$ cat src/sv/grcw_pkg.sv
package grcw_pkg;

   localparam int COORD_W       = 16;
   localparam int CELL_IN_W     = 15;
   localparam int DELTA_W       = 16;
   localparam int DEF_MAX_CELLS = 64;
   localparam int DEF_FRAC_BITS = 8;

   typedef enum logic [2:0] {
      ST_IDLE,
      ST_SETUP,
      ST_MUL_X,
      ST_MUL_Y,
      ST_WALK
   } grcw_state_type;

   typedef struct packed {
      logic load;
      logic setup;
      logic mul_x;
      logic mul_y;
      logic step;
   } grcw_cmd_type;

   typedef struct packed {
      logic last;
   } grcw_status_type;

endpackage

$ cat src/sv/grcw_ctrl.sv
module grcw_ctrl (
   input  logic                     clock,
   input  logic                     reset,
   input  logic                     req_valid,
   output logic                     req_stall,
   output logic                     rsp_valid,
   input  logic                     rsp_stall,
   output grcw_pkg::grcw_cmd_type   cmd,
   input  grcw_pkg::grcw_status_type status
);
   import grcw_pkg::*;

   grcw_state_type state_ff;
   grcw_state_type state_in;

   always_ff @(posedge clock) begin
      if (reset) begin
         state_ff <= ST_IDLE;
      end else begin
         state_ff <= state_in;
      end
   end

   always_comb begin
      state_in  = state_ff;
      cmd       = '0;
      req_stall = 1'b1;
      rsp_valid = 1'b0;
      case (state_ff)
         ST_IDLE: begin
            if (!reset) begin
               req_stall = 1'b0;
               if (req_valid) begin
                  cmd.load = 1'b1;
                  state_in = ST_SETUP;
               end
            end
         end
         ST_SETUP: begin
            cmd.setup = 1'b1;
            state_in  = ST_MUL_X;
         end
         ST_MUL_X: begin
            cmd.mul_x = 1'b1;
            state_in  = ST_MUL_Y;
         end
         ST_MUL_Y: begin
            cmd.mul_y = 1'b1;
            state_in  = ST_WALK;
         end
         ST_WALK: begin
            rsp_valid = 1'b1;
            if (!rsp_stall) begin
               if (status.last) begin
                  state_in = ST_IDLE;
               end else begin
                  cmd.step = 1'b1;
               end
            end
         end
         default: begin
            state_in = ST_IDLE;
         end
      endcase
   end

endmodule

$ cat src/sv/grcw_dp.sv
module grcw_dp #(
   parameter int FRAC_BITS = grcw_pkg::DEF_FRAC_BITS,
   parameter int MAX_CELLS = grcw_pkg::DEF_MAX_CELLS
) (
   input  logic                                    clock,
   input  grcw_pkg::grcw_cmd_type                  cmd,
   output grcw_pkg::grcw_status_type               status,
   input  logic signed [grcw_pkg::COORD_W-1:0]     req_start_x,
   input  logic signed [grcw_pkg::COORD_W-1:0]     req_start_y,
   input  logic signed [grcw_pkg::COORD_W-1:0]     req_end_x,
   input  logic signed [grcw_pkg::COORD_W-1:0]     req_end_y,
   input  logic signed [grcw_pkg::CELL_IN_W-1:0]   req_start_cell_x,
   input  logic signed [grcw_pkg::CELL_IN_W-1:0]   req_start_cell_y,
   output logic signed [grcw_pkg::COORD_W-1:0]     rsp_cell_x,
   output logic signed [grcw_pkg::COORD_W-1:0]     rsp_cell_y,
   output logic                                    rsp_last_cell,
   output logic                                    rsp_truncated
);
   import grcw_pkg::*;

   localparam int NUM_W  = FRAC_BITS + 1;
   localparam int CNT_W  = $clog2(MAX_CELLS + 1);
   localparam int SPAN_W = COORD_W + 1;
   localparam int N_W    = COORD_W + 3;
   localparam int PROD_W = NUM_W + DELTA_W;
   localparam int STEP_W = FRAC_BITS + DELTA_W;
   localparam int TIME_W = FRAC_BITS + DELTA_W + CNT_W;
   localparam logic [NUM_W-1:0] ONE = NUM_W'(1) << FRAC_BITS;

   typedef struct packed {
      logic [NUM_W-1:0]   num;
      logic [DELTA_W-1:0] delta;
      logic               move;
      logic               neg;
      logic [SPAN_W-1:0]  span;
   } axis_type;

   function automatic axis_type axis_calc(input logic signed [COORD_W-1:0] a0,
                                          input logic signed [COORD_W-1:0] a1);
      axis_type                  r;
      logic signed [SPAN_W-1:0]  f0;
      logic signed [SPAN_W-1:0]  f1;
      logic signed [SPAN_W-1:0]  diff;
      f0   = SPAN_W'(a0 >>> FRAC_BITS);
      f1   = SPAN_W'(a1 >>> FRAC_BITS);
      diff = SPAN_W'(a1) - SPAN_W'(a0);
      r    = '0;
      if (diff > 0) begin
         r.move  = 1'b1;
         r.delta = DELTA_W'(diff);
         r.num   = ONE - NUM_W'(a0[FRAC_BITS-1:0]);
         r.span  = f1 - f0;
      end else if (diff < 0) begin
         r.move  = 1'b1;
         r.neg   = 1'b1;
         r.delta = DELTA_W'(-diff);
         r.num   = NUM_W'(a0[FRAC_BITS-1:0]);
         r.span  = f0 - f1;
      end
      return r;
   endfunction

   logic signed [COORD_W-1:0] x0_ff, y0_ff, x1_ff, y1_ff;
   logic signed [COORD_W-1:0] cur_x_ff, cur_y_ff;
   logic signed [COORD_W-1:0] cur_x_in, cur_y_in;
   logic [NUM_W-1:0]          nx_ff, ny_ff;
   logic [DELTA_W-1:0]        dx_ff, dy_ff;
   logic                      move_x_ff, neg_x_ff, move_y_ff, neg_y_ff;
   logic [CNT_W-1:0]          cells_left_ff;
   logic [CNT_W-1:0]          cells_left_in;
   logic                      trunc_ff;
   logic                      trunc_in;
   logic [TIME_W-1:0]         tx_ff, ty_ff;
   logic [TIME_W-1:0]         tx_in, ty_in;

   axis_type                  ax, ay;
   logic [N_W-1:0]            n_cells;
   logic [NUM_W-1:0]          mul_num;
   logic [DELTA_W-1:0]        mul_d;
   logic [PROD_W-1:0]         prod;
   logic [STEP_W-1:0]         step_x, step_y;
   logic                      y_step;

   assign ax      = axis_calc(x0_ff, x1_ff);
   assign ay      = axis_calc(y0_ff, y1_ff);
   assign n_cells = N_W'(1) + N_W'(ax.span) + N_W'(ay.span);

   assign mul_num = cmd.mul_y ? ny_ff : nx_ff;
   assign mul_d   = cmd.mul_y ? dx_ff : dy_ff;
   assign prod    = PROD_W'(mul_num) * PROD_W'(mul_d);

   assign step_x  = {dy_ff, FRAC_BITS'(0)};
   assign step_y  = {dx_ff, FRAC_BITS'(0)};
   assign y_step  = move_y_ff && (!move_x_ff || (ty_ff < tx_ff));

   always_comb begin
      cur_x_in      = cur_x_ff;
      cur_y_in      = cur_y_ff;
      tx_in         = tx_ff;
      ty_in         = ty_ff;
      cells_left_in = cells_left_ff;
      trunc_in      = trunc_ff;
      if (cmd.load) begin
         cur_x_in = COORD_W'(req_start_cell_x);
         cur_y_in = COORD_W'(req_start_cell_y);
      end
      if (cmd.setup) begin
         if (n_cells > N_W'(MAX_CELLS)) begin
            cells_left_in = CNT_W'(MAX_CELLS);
            trunc_in      = 1'b1;
         end else begin
            cells_left_in = CNT_W'(n_cells);
            trunc_in      = 1'b0;
         end
      end
      if (cmd.mul_x) begin
         tx_in = TIME_W'(prod);
      end
      if (cmd.mul_y) begin
         ty_in = TIME_W'(prod);
      end
      if (cmd.step) begin
         cells_left_in = cells_left_ff - CNT_W'(1);
         if (y_step) begin
            cur_y_in = neg_y_ff ? cur_y_ff - COORD_W'(1) : cur_y_ff + COORD_W'(1);
            ty_in    = ty_ff + TIME_W'(step_y);
         end else begin
            if (move_x_ff) begin
               cur_x_in = neg_x_ff ? cur_x_ff - COORD_W'(1) : cur_x_ff + COORD_W'(1);
            end
            tx_in = tx_ff + TIME_W'(step_x);
         end
      end
   end

   always_ff @(posedge clock) begin
      if (cmd.load) begin
         x0_ff <= req_start_x;
         y0_ff <= req_start_y;
         x1_ff <= req_end_x;
         y1_ff <= req_end_y;
      end
      if (cmd.setup) begin
         nx_ff     <= ax.num;
         ny_ff     <= ay.num;
         dx_ff     <= ax.delta;
         dy_ff     <= ay.delta;
         move_x_ff <= ax.move;
         neg_x_ff  <= ax.neg;
         move_y_ff <= ay.move;
         neg_y_ff  <= ay.neg;
      end
      cur_x_ff      <= cur_x_in;
      cur_y_ff      <= cur_y_in;
      tx_ff         <= tx_in;
      ty_ff         <= ty_in;
      cells_left_ff <= cells_left_in;
      trunc_ff      <= trunc_in;
   end

   assign status.last   = (cells_left_ff == CNT_W'(1));
   assign rsp_cell_x    = cur_x_ff;
   assign rsp_cell_y    = cur_y_ff;
   assign rsp_last_cell = status.last;
   assign rsp_truncated = trunc_ff;

endmodule

$ cat src/sv/grid_ray_cell_walk_2d_core.sv
// 2D grid walk: one word gives a segment (start and end, signed fixed point with FRAC_BITS
// fraction bits) and the cell the walk starts in; the block answers with one word per grid
// cell the segment crosses, in walk order, with last_cell on the final one. The run holds
// 1 plus the cell boundaries crossed on each axis, clamped to MAX_CELLS with truncated set on
// every word of a clamped run. Ties between the axes step along x. Crossing times are compared
// exactly as cross-multiplied integers. After a word is accepted the block runs its setup states
// (span decode, then the x and y crossing products on one shared multiplier), then
// emits one cell per cycle while rsp_stall is low; it takes the next word the cycle after the
// last cell goes out.
module grid_ray_cell_walk_2d_core #(
   parameter int FRAC_BITS = grcw_pkg::DEF_FRAC_BITS,
   parameter int MAX_CELLS = grcw_pkg::DEF_MAX_CELLS
) (
   input  logic                                    clock,
   input  logic                                    reset,
   input  logic                                    req_valid,
   output logic                                    req_stall,
   input  logic signed [grcw_pkg::COORD_W-1:0]     req_start_x,
   input  logic signed [grcw_pkg::COORD_W-1:0]     req_start_y,
   input  logic signed [grcw_pkg::COORD_W-1:0]     req_end_x,
   input  logic signed [grcw_pkg::COORD_W-1:0]     req_end_y,
   input  logic signed [grcw_pkg::CELL_IN_W-1:0]   req_start_cell_x,
   input  logic signed [grcw_pkg::CELL_IN_W-1:0]   req_start_cell_y,
   output logic                                    rsp_valid,
   input  logic                                    rsp_stall,
   output logic signed [grcw_pkg::COORD_W-1:0]     rsp_cell_x,
   output logic signed [grcw_pkg::COORD_W-1:0]     rsp_cell_y,
   output logic                                    rsp_last_cell,
   output logic                                    rsp_truncated
);
   import grcw_pkg::*;

   grcw_cmd_type    cmd;
   grcw_status_type status;

   grcw_ctrl u_ctrl (
      .clock     (clock),
      .reset     (reset),
      .req_valid (req_valid),
      .req_stall (req_stall),
      .rsp_valid (rsp_valid),
      .rsp_stall (rsp_stall),
      .cmd       (cmd),
      .status    (status)
   );

   grcw_dp #(
      .FRAC_BITS (FRAC_BITS),
      .MAX_CELLS (MAX_CELLS)
   ) u_dp (
      .clock            (clock),
      .cmd              (cmd),
      .status           (status),
      .req_start_x      (req_start_x),
      .req_start_y      (req_start_y),
      .req_end_x        (req_end_x),
      .req_end_y        (req_end_y),
      .req_start_cell_x (req_start_cell_x),
      .req_start_cell_y (req_start_cell_y),
      .rsp_cell_x       (rsp_cell_x),
      .rsp_cell_y       (rsp_cell_y),
      .rsp_last_cell    (rsp_last_cell),
      .rsp_truncated    (rsp_truncated)
   );

endmodule

$ cat config.mk
export PLATFORM = sky130hd
export DESIGN_NAME = grid_ray_cell_walk_2d_core
export DESIGN_NICKNAME = d
export VERILOG_FILES = /design/src/sv/grcw_pkg.sv /design/src/sv/grcw_ctrl.sv /design/src/sv/grcw_dp.sv /design/src/sv/grid_ray_cell_walk_2d_core.sv
export SDC_FILE = /design/constraint.sdc
export NUM_CORES = 1
export LEC_CHECK = 0
export BUFFER_PORTS_ARGS = -buffer_cell sky130_fd_sc_hd__buf_4
export CAP_MARGIN = 25
export CORE_MARGIN = 4
export CORE_UTILIZATION = 63
export DETAILED_ROUTE_END_ITERATION = 10
export PLACE_DENSITY = 0.82
export SKIP_CTS_REPAIR_TIMING = 1
export SYNTH_ARGS = -nofsm -noshare
export SYNTH_HDL_FRONTEND = slang
export SYNTH_SLANG_ARGS = --single-unit
$ cat constraint.sdc
create_clock -name clock -period 7 [get_ports clock]
set_clock_uncertainty 0.1 [all_clocks]
set_input_delay 1.4 -clock clock [delete_from_list [all_inputs] [get_ports clock]]
set_output_delay 1.4 -clock clock [all_outputs]
set_load 0.02 [all_outputs]
### Word level (Yosys, flattened, before mapping)

Index checks and enable logic that the tools add are counted.

* register bits: 223
* input port bits: 98
* output and inout bits: 36
* logic and storage cells: 102

* add/subtract/negate cells: 19
* $mul: 1
* $lt $le $gt $ge: 6
* eq/ne operators: 8
* mux-type cells: 43
* reductions and logical operators: 6

Operator list (count)
* 31-bit two-way mux: 6
* 16-bit two-way mux: 10
* 43-bit two-way mux: 2
* 31-bit by 24-bit adder with 31-bit output: 2
* 26-bit two-way mux: 2
* 8-bit by 8-bit subtractor with 9-bit output: 4
* 17-bit by 1-bit greater-than comparator with 1-bit output, second input constant: 2
* 17-bit by 1-bit < comparator with 1-bit output, second input constant: 2
* 17-bit two-way mux: 2
* 16-bit by 16-bit subtractor with 17-bit output: 2
* 16-bit by 2-bit adder with 16-bit output, second input constant: 2
* 16-bit negation: 2
* 16-bit by 2-bit subtractor with 16-bit output, second input constant: 2
* 31-bit < comparator: 1
* 9-bit by 16-bit multiplier with 25-bit output: 1
* 7-bit two-way mux: 3
* 19-bit by 17-bit adder with 19-bit output: 1
* 19-bit by 7-bit greater-than comparator with 1-bit output, second input constant: 1
* 1-bit by 17-bit adder with 18-bit output, first input constant: 1
* 9-bit by 8-bit subtractor with 9-bit output, first input constant: 2
* 3-bit case mux with 5 select lines: 1
* 1-bit two-way mux: 13
* 3-bit two-way mux: 3
* 9-bit two-way mux: 1
* 12 further kinds: 15

### Logic depth before layout (Yosys ltp)

* word-level depth: 10
* gate-level depth with buffers: 31
* depth with buffers taken out: 31

### Cells and area by module

From an unflattened synthesis, not the netlist that was laid out.

* cells, all modules: 2236
* area, all modules: 20398.3 um^2

Modules (own cells, without submodules)
* grcw_dp: times used 1, cells each 2216, area each 20221.9 um^2, sequential area each 5825.6 um^2
* grcw_ctrl: times used 1, cells each 20, area each 176.4 um^2, sequential area each 60.1 um^2

### Least setup slack after synthesis

No wires, ideal clock.

* path kind: flip-flop to flip-flop
* start point: register u_ctrl.state_ff[1]
* end point: register u_dp.tx_ff[24]
* setup time: 0.128 ns
* data arrival time: 6.007 ns
* required time: 6.772 ns
* path slack: 0.764 ns
* stages on the path, launching flop included: 26
* buffers on the path: 3
* period minus slack after synthesis: 6.236 ns
* path through: dfxtp_1 > clkbuf_1 > and3b_1 > clkbuf_1 > nand2_1 > nand2_1 > clkbuf_1 > nand2_1 > fa_1 > fa_1 > inv_1 > ha_1 > inv_1 > fa_1 > inv_1 > fa_1 > a21o_1 > a211oi_1 > o21ai_0 > a31oi_1 > a211oi_1 > a2111oi_0 > o21bai_1 > a21oi_1 > xnor2_1 > o21ai_0

* longest elaborated chain between the ends: 7
* elaborated cells between the ends (all ways): 12
* classes of those cells: 1 x mul; 3 x eq/ne; 8 x mux

RTL lines
* start: declaration: RTL line grcw_ctrl.sv:13 `grcw_state_type state_ff;`
* start signal: assignment: RTL line grcw_ctrl.sv:20 `state_ff <= state_in;`
* 3-bit by 2-bit equality test with 1-bit output: RTL line grcw_ctrl.sv:29 `case (state_ff)`
* 1-bit two-way mux: RTL line grcw_ctrl.sv:29
* 9-bit two-way mux / 16-bit two-way mux (equally long branches): RTL line grcw_dp.sv:88, grcw_dp.sv:89
* 9-bit by 16-bit multiplier with 25-bit output: RTL line grcw_dp.sv:90 `assign prod = PROD_W'(mul_num) * PROD_W'(mul_d);`
* 31-bit two-way mux: RTL line grcw_dp.sv:116 `if (cmd.mul_x) begin`
* 31-bit two-way mux: RTL line grcw_dp.sv:124 `if (y_step) begin`
* 31-bit two-way mux (*): RTL line grcw_dp.sv:122 `if (cmd.step) begin`
* net u_dp.tx_in[24]: RTL line grcw_dp.sv:74 `logic [TIME_W-1:0] tx_in, ty_in;`
* end signal: assignment: RTL line grcw_dp.sv:155 `tx_ff <= tx_in;`
* end: declaration: RTL line grcw_dp.sv:73 `logic [TIME_W-1:0] tx_ff, ty_ff;`

The timed path passes the listed nets; every way through them passes the cells marked *.
A chain may end at the register's enable or synchronous reset.

### Worst setup path in the final report

* start point: register u_dp.x0_ff[0]
* end point: register u_dp.cells_left_ff[6] (data pin)

* longest elaborated chain between the ends: 10
* elaborated cells between the ends (all ways): 11
* classes of those cells: 3 x add/sub; 3 x order compare; 5 x mux

RTL lines
* start: declaration: RTL line grcw_dp.sv:63 `logic signed [COORD_W-1:0] x0_ff, y0_ff, x1_ff, y1_ff;`
* start signal: assignment: RTL line grcw_dp.sv:138 `x0_ff <= req_start_x;`
* 16-bit by 16-bit subtractor with 17-bit output (*): RTL line grcw_dp.sv:46 `diff = SPAN_W'(a1) - SPAN_W'(a0);`
* 17-bit by 1-bit < comparator with 1-bit output: RTL line grcw_dp.sv:53 `end else if (diff < 0) begin`
* 43-bit two-way mux: RTL line grcw_dp.sv:53
* 17-bit two-way mux (*): RTL line grcw_dp.sv:48 `if (diff > 0) begin`
* 1-bit by 17-bit adder with 18-bit output (*): RTL line grcw_dp.sv:86 `assign n_cells = N_W'(1) + N_W'(ax.span) + N_W'(ay.span);`
* 19-bit by 17-bit adder with 19-bit output (*): RTL line grcw_dp.sv:86
* 19-bit by 7-bit greater-than comparator with 1-bit output: RTL line grcw_dp.sv:108 `if (n_cells > N_W'(MAX_CELLS)) begin`
* 7-bit two-way mux (*): RTL line grcw_dp.sv:108
* 7-bit two-way mux (*): RTL line grcw_dp.sv:107 `if (cmd.setup) begin`
* 7-bit two-way mux (*): RTL line grcw_dp.sv:122
* net u_dp.cells_left_in[6]: RTL line grcw_dp.sv:70 `logic [CNT_W-1:0] cells_left_in;`
* end signal: assignment: RTL line grcw_dp.sv:157 `cells_left_ff <= cells_left_in;`
* end: declaration: RTL line grcw_dp.sv:69 `logic [CNT_W-1:0] cells_left_ff;`

The timed path passes the listed nets; every way through them passes the cells marked *. The select of a mux whose other input is x is not followed.

==> flow_summary.ini <==
[synthesis]
synth_fa_ha_area_frac = 0.229
ys_async_sr_fraction = 0
register_bit_total_from_synthesis = 223
netlist_instances = 2433
yosys-mux-area-fraction = 0.0198
syn-mean-instance-area_sq_um = 8.67
dominant_cell_type_by_area_after_synthesis = sky130_fd_sc_hd__edfxtp_1
synth_xor_area_frac = 0.0573
post_synth_instance_area_sq_um = 21100
synth-edff-count = 142
ys_warn_count = 0
mappedNetlistNets = 2852
main_combinational_cell_family_by_area_after_synthesis = adder cells
synth-simple-area-share = 0.177
post_synthesis_sequential_area_ratio = 0.279
synth_largest_type_area_fraction = 0.202
synth-compound-area-share = 0.180
synthDistinctLibCells = 94
synth-main-ff-cell = sky130_fd_sc_hd__edfxtp_1
ys_top_cells_by_area = sky130_fd_sc_hd__edfxtp_1 20%, sky130_fd_sc_hd__ha_1 13%, sky130_fd_sc_hd__fa_1 10%, sky130_fd_sc_hd__dfxtp_1 7.7%, sky130_fd_sc_hd__nand2_1 6.3%

[clocking]
clockRootBuffer = sky130_fd_sc_hd__clkbuf_16
cts_tree = done
cts_htree_levels = 1
clkTransAtPathRegs_ns = 0.06
numCtsBuffers = 26
clock_path_buffers = 3
cts_num_sinks = 223
worstSkewPairLatency_ns = 0.55

[grt]
number_of_antenna_violations_at_the_first_check_in_global_routing = 0
first_global_vias = 18000
grt_pass1_wl_um = 89700
globalRoute.totalOverflow = 0
grt_max_degree = 57
grt_usage = 0.302

[layout]
instances_no_fill = 3031
mostFrequentLayoutCell = sky130_fd_sc_hd__nand2_1
design.final.nets = 2987
area_growth_pct = 12.3
drive_above_1_share = 0.112
postLayoutCoreUtil = 0.723
layout.cells.most_common_list = 352 x sky130_fd_sc_hd__nand2_1, 244 x sky130_fd_sc_hd__inv_1, 210 x sky130_fd_sc_hd__ha_1

[worst_setup_path]
cp_data_required_time_ns = 7.18
crit_end = u_dp.cells_left_ff[6]
worst_r2r_startpoint = u_dp.x0_ff[0]
crit_arrival_ns = 6.83
cp-start-kind = flip-flop
path_class = flip-flop to flip-flop
cp-end-kind = flip-flop
crit_start = u_dp.x0_ff[0]
regToRegEndpoint = u_dp.cells_left_ff[6]
worst-path-max-fanout = 7
reg2reg_slack_ns = 0.35
rr_worst_depth = 27

[sta]
grt_setup_unrepaired = false
slew_viol_final = 0
setup_viol = 0
final_min_period_over_clock_period = 0.950
post-route-min-period_ns = 6.65
hold_violations = 0
achievable-frequency_mhz = 150
fin_setup_tns_ns = 0
worst_pin_slew_ns = 1.04
slew_headroom = 0.308
hold_ws_ns = 0.367

[die]
dieArea_sq_um = 36500
io-pin-count = 134
floorplan.initialDensity = 0.644
die_width_um = 191
floorplan.die.height_um = 191
floorplan.rows = 66
core_region_area_sq_um = 32800

[placement]
place.gp.congestion = 0.946
place_hpwl_um = 44100
numPortBuffers = 133
count_of_placed_standard_cells_including_taps = 2982

[power_and_ir_drop]
power.static_leakage_nw = 10.8
power-per-cell-area_nw_per_um2 = 427
peak_supply_drop_v = 0.000588

[run]
max_cap_violations = 0

[run_status]
outcome = complete, no violations

[drt]
routed_wire_length_per_instance_um = 18.5
detail-route-antenna-nets = 0
via_count = 18300
drt_iter0_drc = 1272
routed_wirelength_um = 56100
detail_route.first_pass.iterations = 7
vias_per_instance = 6.03
drc_errors = 0

[min_path]
hold_class = flip-flop to flip-flop
[synthesized netlist by cell type (18+ instances only)]
cell type,count
sky130_fd_sc_hd__clkbuf_1,55
sky130_fd_sc_hd__ha_1,211
sky130_fd_sc_hd__o21ai_0,109
sky130_fd_sc_hd__a211oi_1,33
sky130_fd_sc_hd__fa_1,110
sky130_fd_sc_hd__nor2b_1,19
sky130_fd_sc_hd__xnor2_1,90
sky130_fd_sc_hd__xor2_1,48
sky130_fd_sc_hd__nor2_1,187
sky130_fd_sc_hd__a31oi_1,36
sky130_fd_sc_hd__edfxtp_1,142
sky130_fd_sc_hd__nand3_1,60
sky130_fd_sc_hd__and2_1,28
sky130_fd_sc_hd__nor3_1,53
sky130_fd_sc_hd__and3_1,26
sky130_fd_sc_hd__o21a_1,18
sky130_fd_sc_hd__mux2i_1,38
sky130_fd_sc_hd__nand2b_1,18
sky130_fd_sc_hd__a21o_1,47
sky130_fd_sc_hd__inv_1,245
sky130_fd_sc_hd__dfxtp_1,81
sky130_fd_sc_hd__nand2_1,353
sky130_fd_sc_hd__a21oi_1,177
[per-layer routing]
| metal | GRT usage | part of all wire | vias up |
|---|---|---|---|
| met3 | 0.0413 | 0.056 | 152 |
| met1 | 0.382 | 0.41 | 8693 |
| met2 | 0.523 | 0.49 | 659 |
| li1 | - | - | 8779 |
| met5 | 0 | 0 | - |
| met4 | 0.125 | 0.044 | 0 |
[kinds of logic (layout without fill, tap and decap cells)]
family | count (synthesis) | in the layout
AO/OA/AOI/OAI | 573 | 573
AND/OR/NAND/NOR | 818 | 818
XOR/XNOR | 138 | 138
adder cells (fa/ha/maj) | 321 | 321
multiplexers | 41 | 41
other | 0 | 1
flip-flops | 223 | 223
buffers and inverters | 319 | 474
[final cells by class]
type	instances	area [sq um]
multi-input cells	1891	14100
repair buffers	179	1340
clock inverters	20	176
well taps	442	553
clock buffers	28	679
fillers	2564	9080
inverters	247	928
flip-flops and latches	223	5890
diodes	1	2.50
[how the worst min path moves through the flow]
stage / start / end / slack [ns] / cells after the start
2_1_floorplan: u_dp.tx_ff[27] / u_dp.tx_ff[27] / 0.33 / 1
3_3_place_gp: u_dp.tx_ff[30] / u_dp.tx_ff[30] / 0.35 / 1
3_5_place_dp: u_dp.tx_ff[30] / u_dp.tx_ff[30] / 0.35 / 1
4_1_cts: u_dp.tx_ff[30] / u_dp.tx_ff[30] / 0.37 / 1
5_1_grt: u_dp.tx_ff[30] / u_dp.tx_ff[30] / 0.38 / 1
6_report: u_dp.tx_ff[30] / u_dp.tx_ff[30] / 0.37 / 1
[per-stage QoR]
| step | power [mW] | cell area (sq um) | setup slack [ns] |
|---|---|---|---|
| after floorplan | 6.83 | 21100 | 0.764 |
| after global placement | 8.40 | 22700 | 0.335 |
| after detailed placement | 8.65 | 22700 | 0.172 |
| after CTS | 10.1 | 23600 | 0.150 |
| after global routing | 10.9 | 23700 | 0.00390 |
| final | 10.1 | 23700 | 0.348 |
[critical path, stage by stage (launching register included)]
cell and delay (ns):
sky130_fd_sc_hd__edfxtp_1 0.41, sky130_fd_sc_hd__ha_1 0.22, sky130_fd_sc_hd__fa_1 0.41, sky130_fd_sc_hd__nand2b_4 0.17, sky130_fd_sc_hd__a211oi_4 0.32, sky130_fd_sc_hd__nor3_1 0.10
sky130_fd_sc_hd__a2bb2oi_2 0.20, sky130_fd_sc_hd__nand4bb_4 0.26, sky130_fd_sc_hd__or3_4 0.43, sky130_fd_sc_hd__nor2_1 0.17, sky130_fd_sc_hd__nand2_1 0.09, sky130_fd_sc_hd__nand2b_1 0.10
sky130_fd_sc_hd__inv_1 0.05, sky130_fd_sc_hd__ha_1 0.22, sky130_fd_sc_hd__nor3b_2 0.17, sky130_fd_sc_hd__a32oi_2 0.29, sky130_fd_sc_hd__nor3b_1 0.11, sky130_fd_sc_hd__xor2_1 0.16
sky130_fd_sc_hd__ha_1 0.24, sky130_fd_sc_hd__or3_1 0.37, sky130_fd_sc_hd__a21oi_1 0.21, sky130_fd_sc_hd__o41ai_1 0.10, sky130_fd_sc_hd__a21oi_1 0.26, sky130_fd_sc_hd__mux2i_1 0.23
sky130_fd_sc_hd__and4b_1 0.27, sky130_fd_sc_hd__nand4_1 0.12, sky130_fd_sc_hd__a311o_4 0.48, sky130_fd_sc_hd__a2bb2oi_2 0.14
[power by group]
part	switching, mW	leakage (nW)	internal (mW)
clock	0.568	0.403	0.781
combinational	3.98	8.35	2.79
sequential	0.258	2.01	1.74
total	4.81	10.8	5.31
[state kept, by name (all words and copies together), names as in the netlist]
| name | count |
|---|---|
| u_dp.tx_ff | 31 |
| u_dp.ty_ff | 31 |
| u_dp.dx_ff | 16 |
| u_dp.dy_ff | 16 |
| u_dp.rsp_cell_x | 16 |
| u_dp.rsp_cell_y | 16 |
| u_dp.x0_ff | 16 |
| u_dp.x1_ff | 16 |
| u_dp.y0_ff | 16 |
| u_dp.y1_ff | 16 |
| u_dp.nx_ff | 9 |
| u_dp.ny_ff | 9 |
| u_dp.cells_left_ff | 7 |
| u_ctrl.state_ff | 3 |
| u_dp.move_x_ff | 1 |
| u_dp.move_y_ff | 1 |
| u_dp.neg_x_ff | 1 |
| u_dp.neg_y_ff | 1 |
| u_dp.rsp_truncated | 1 |
Power figures use the tool's default switching activity.
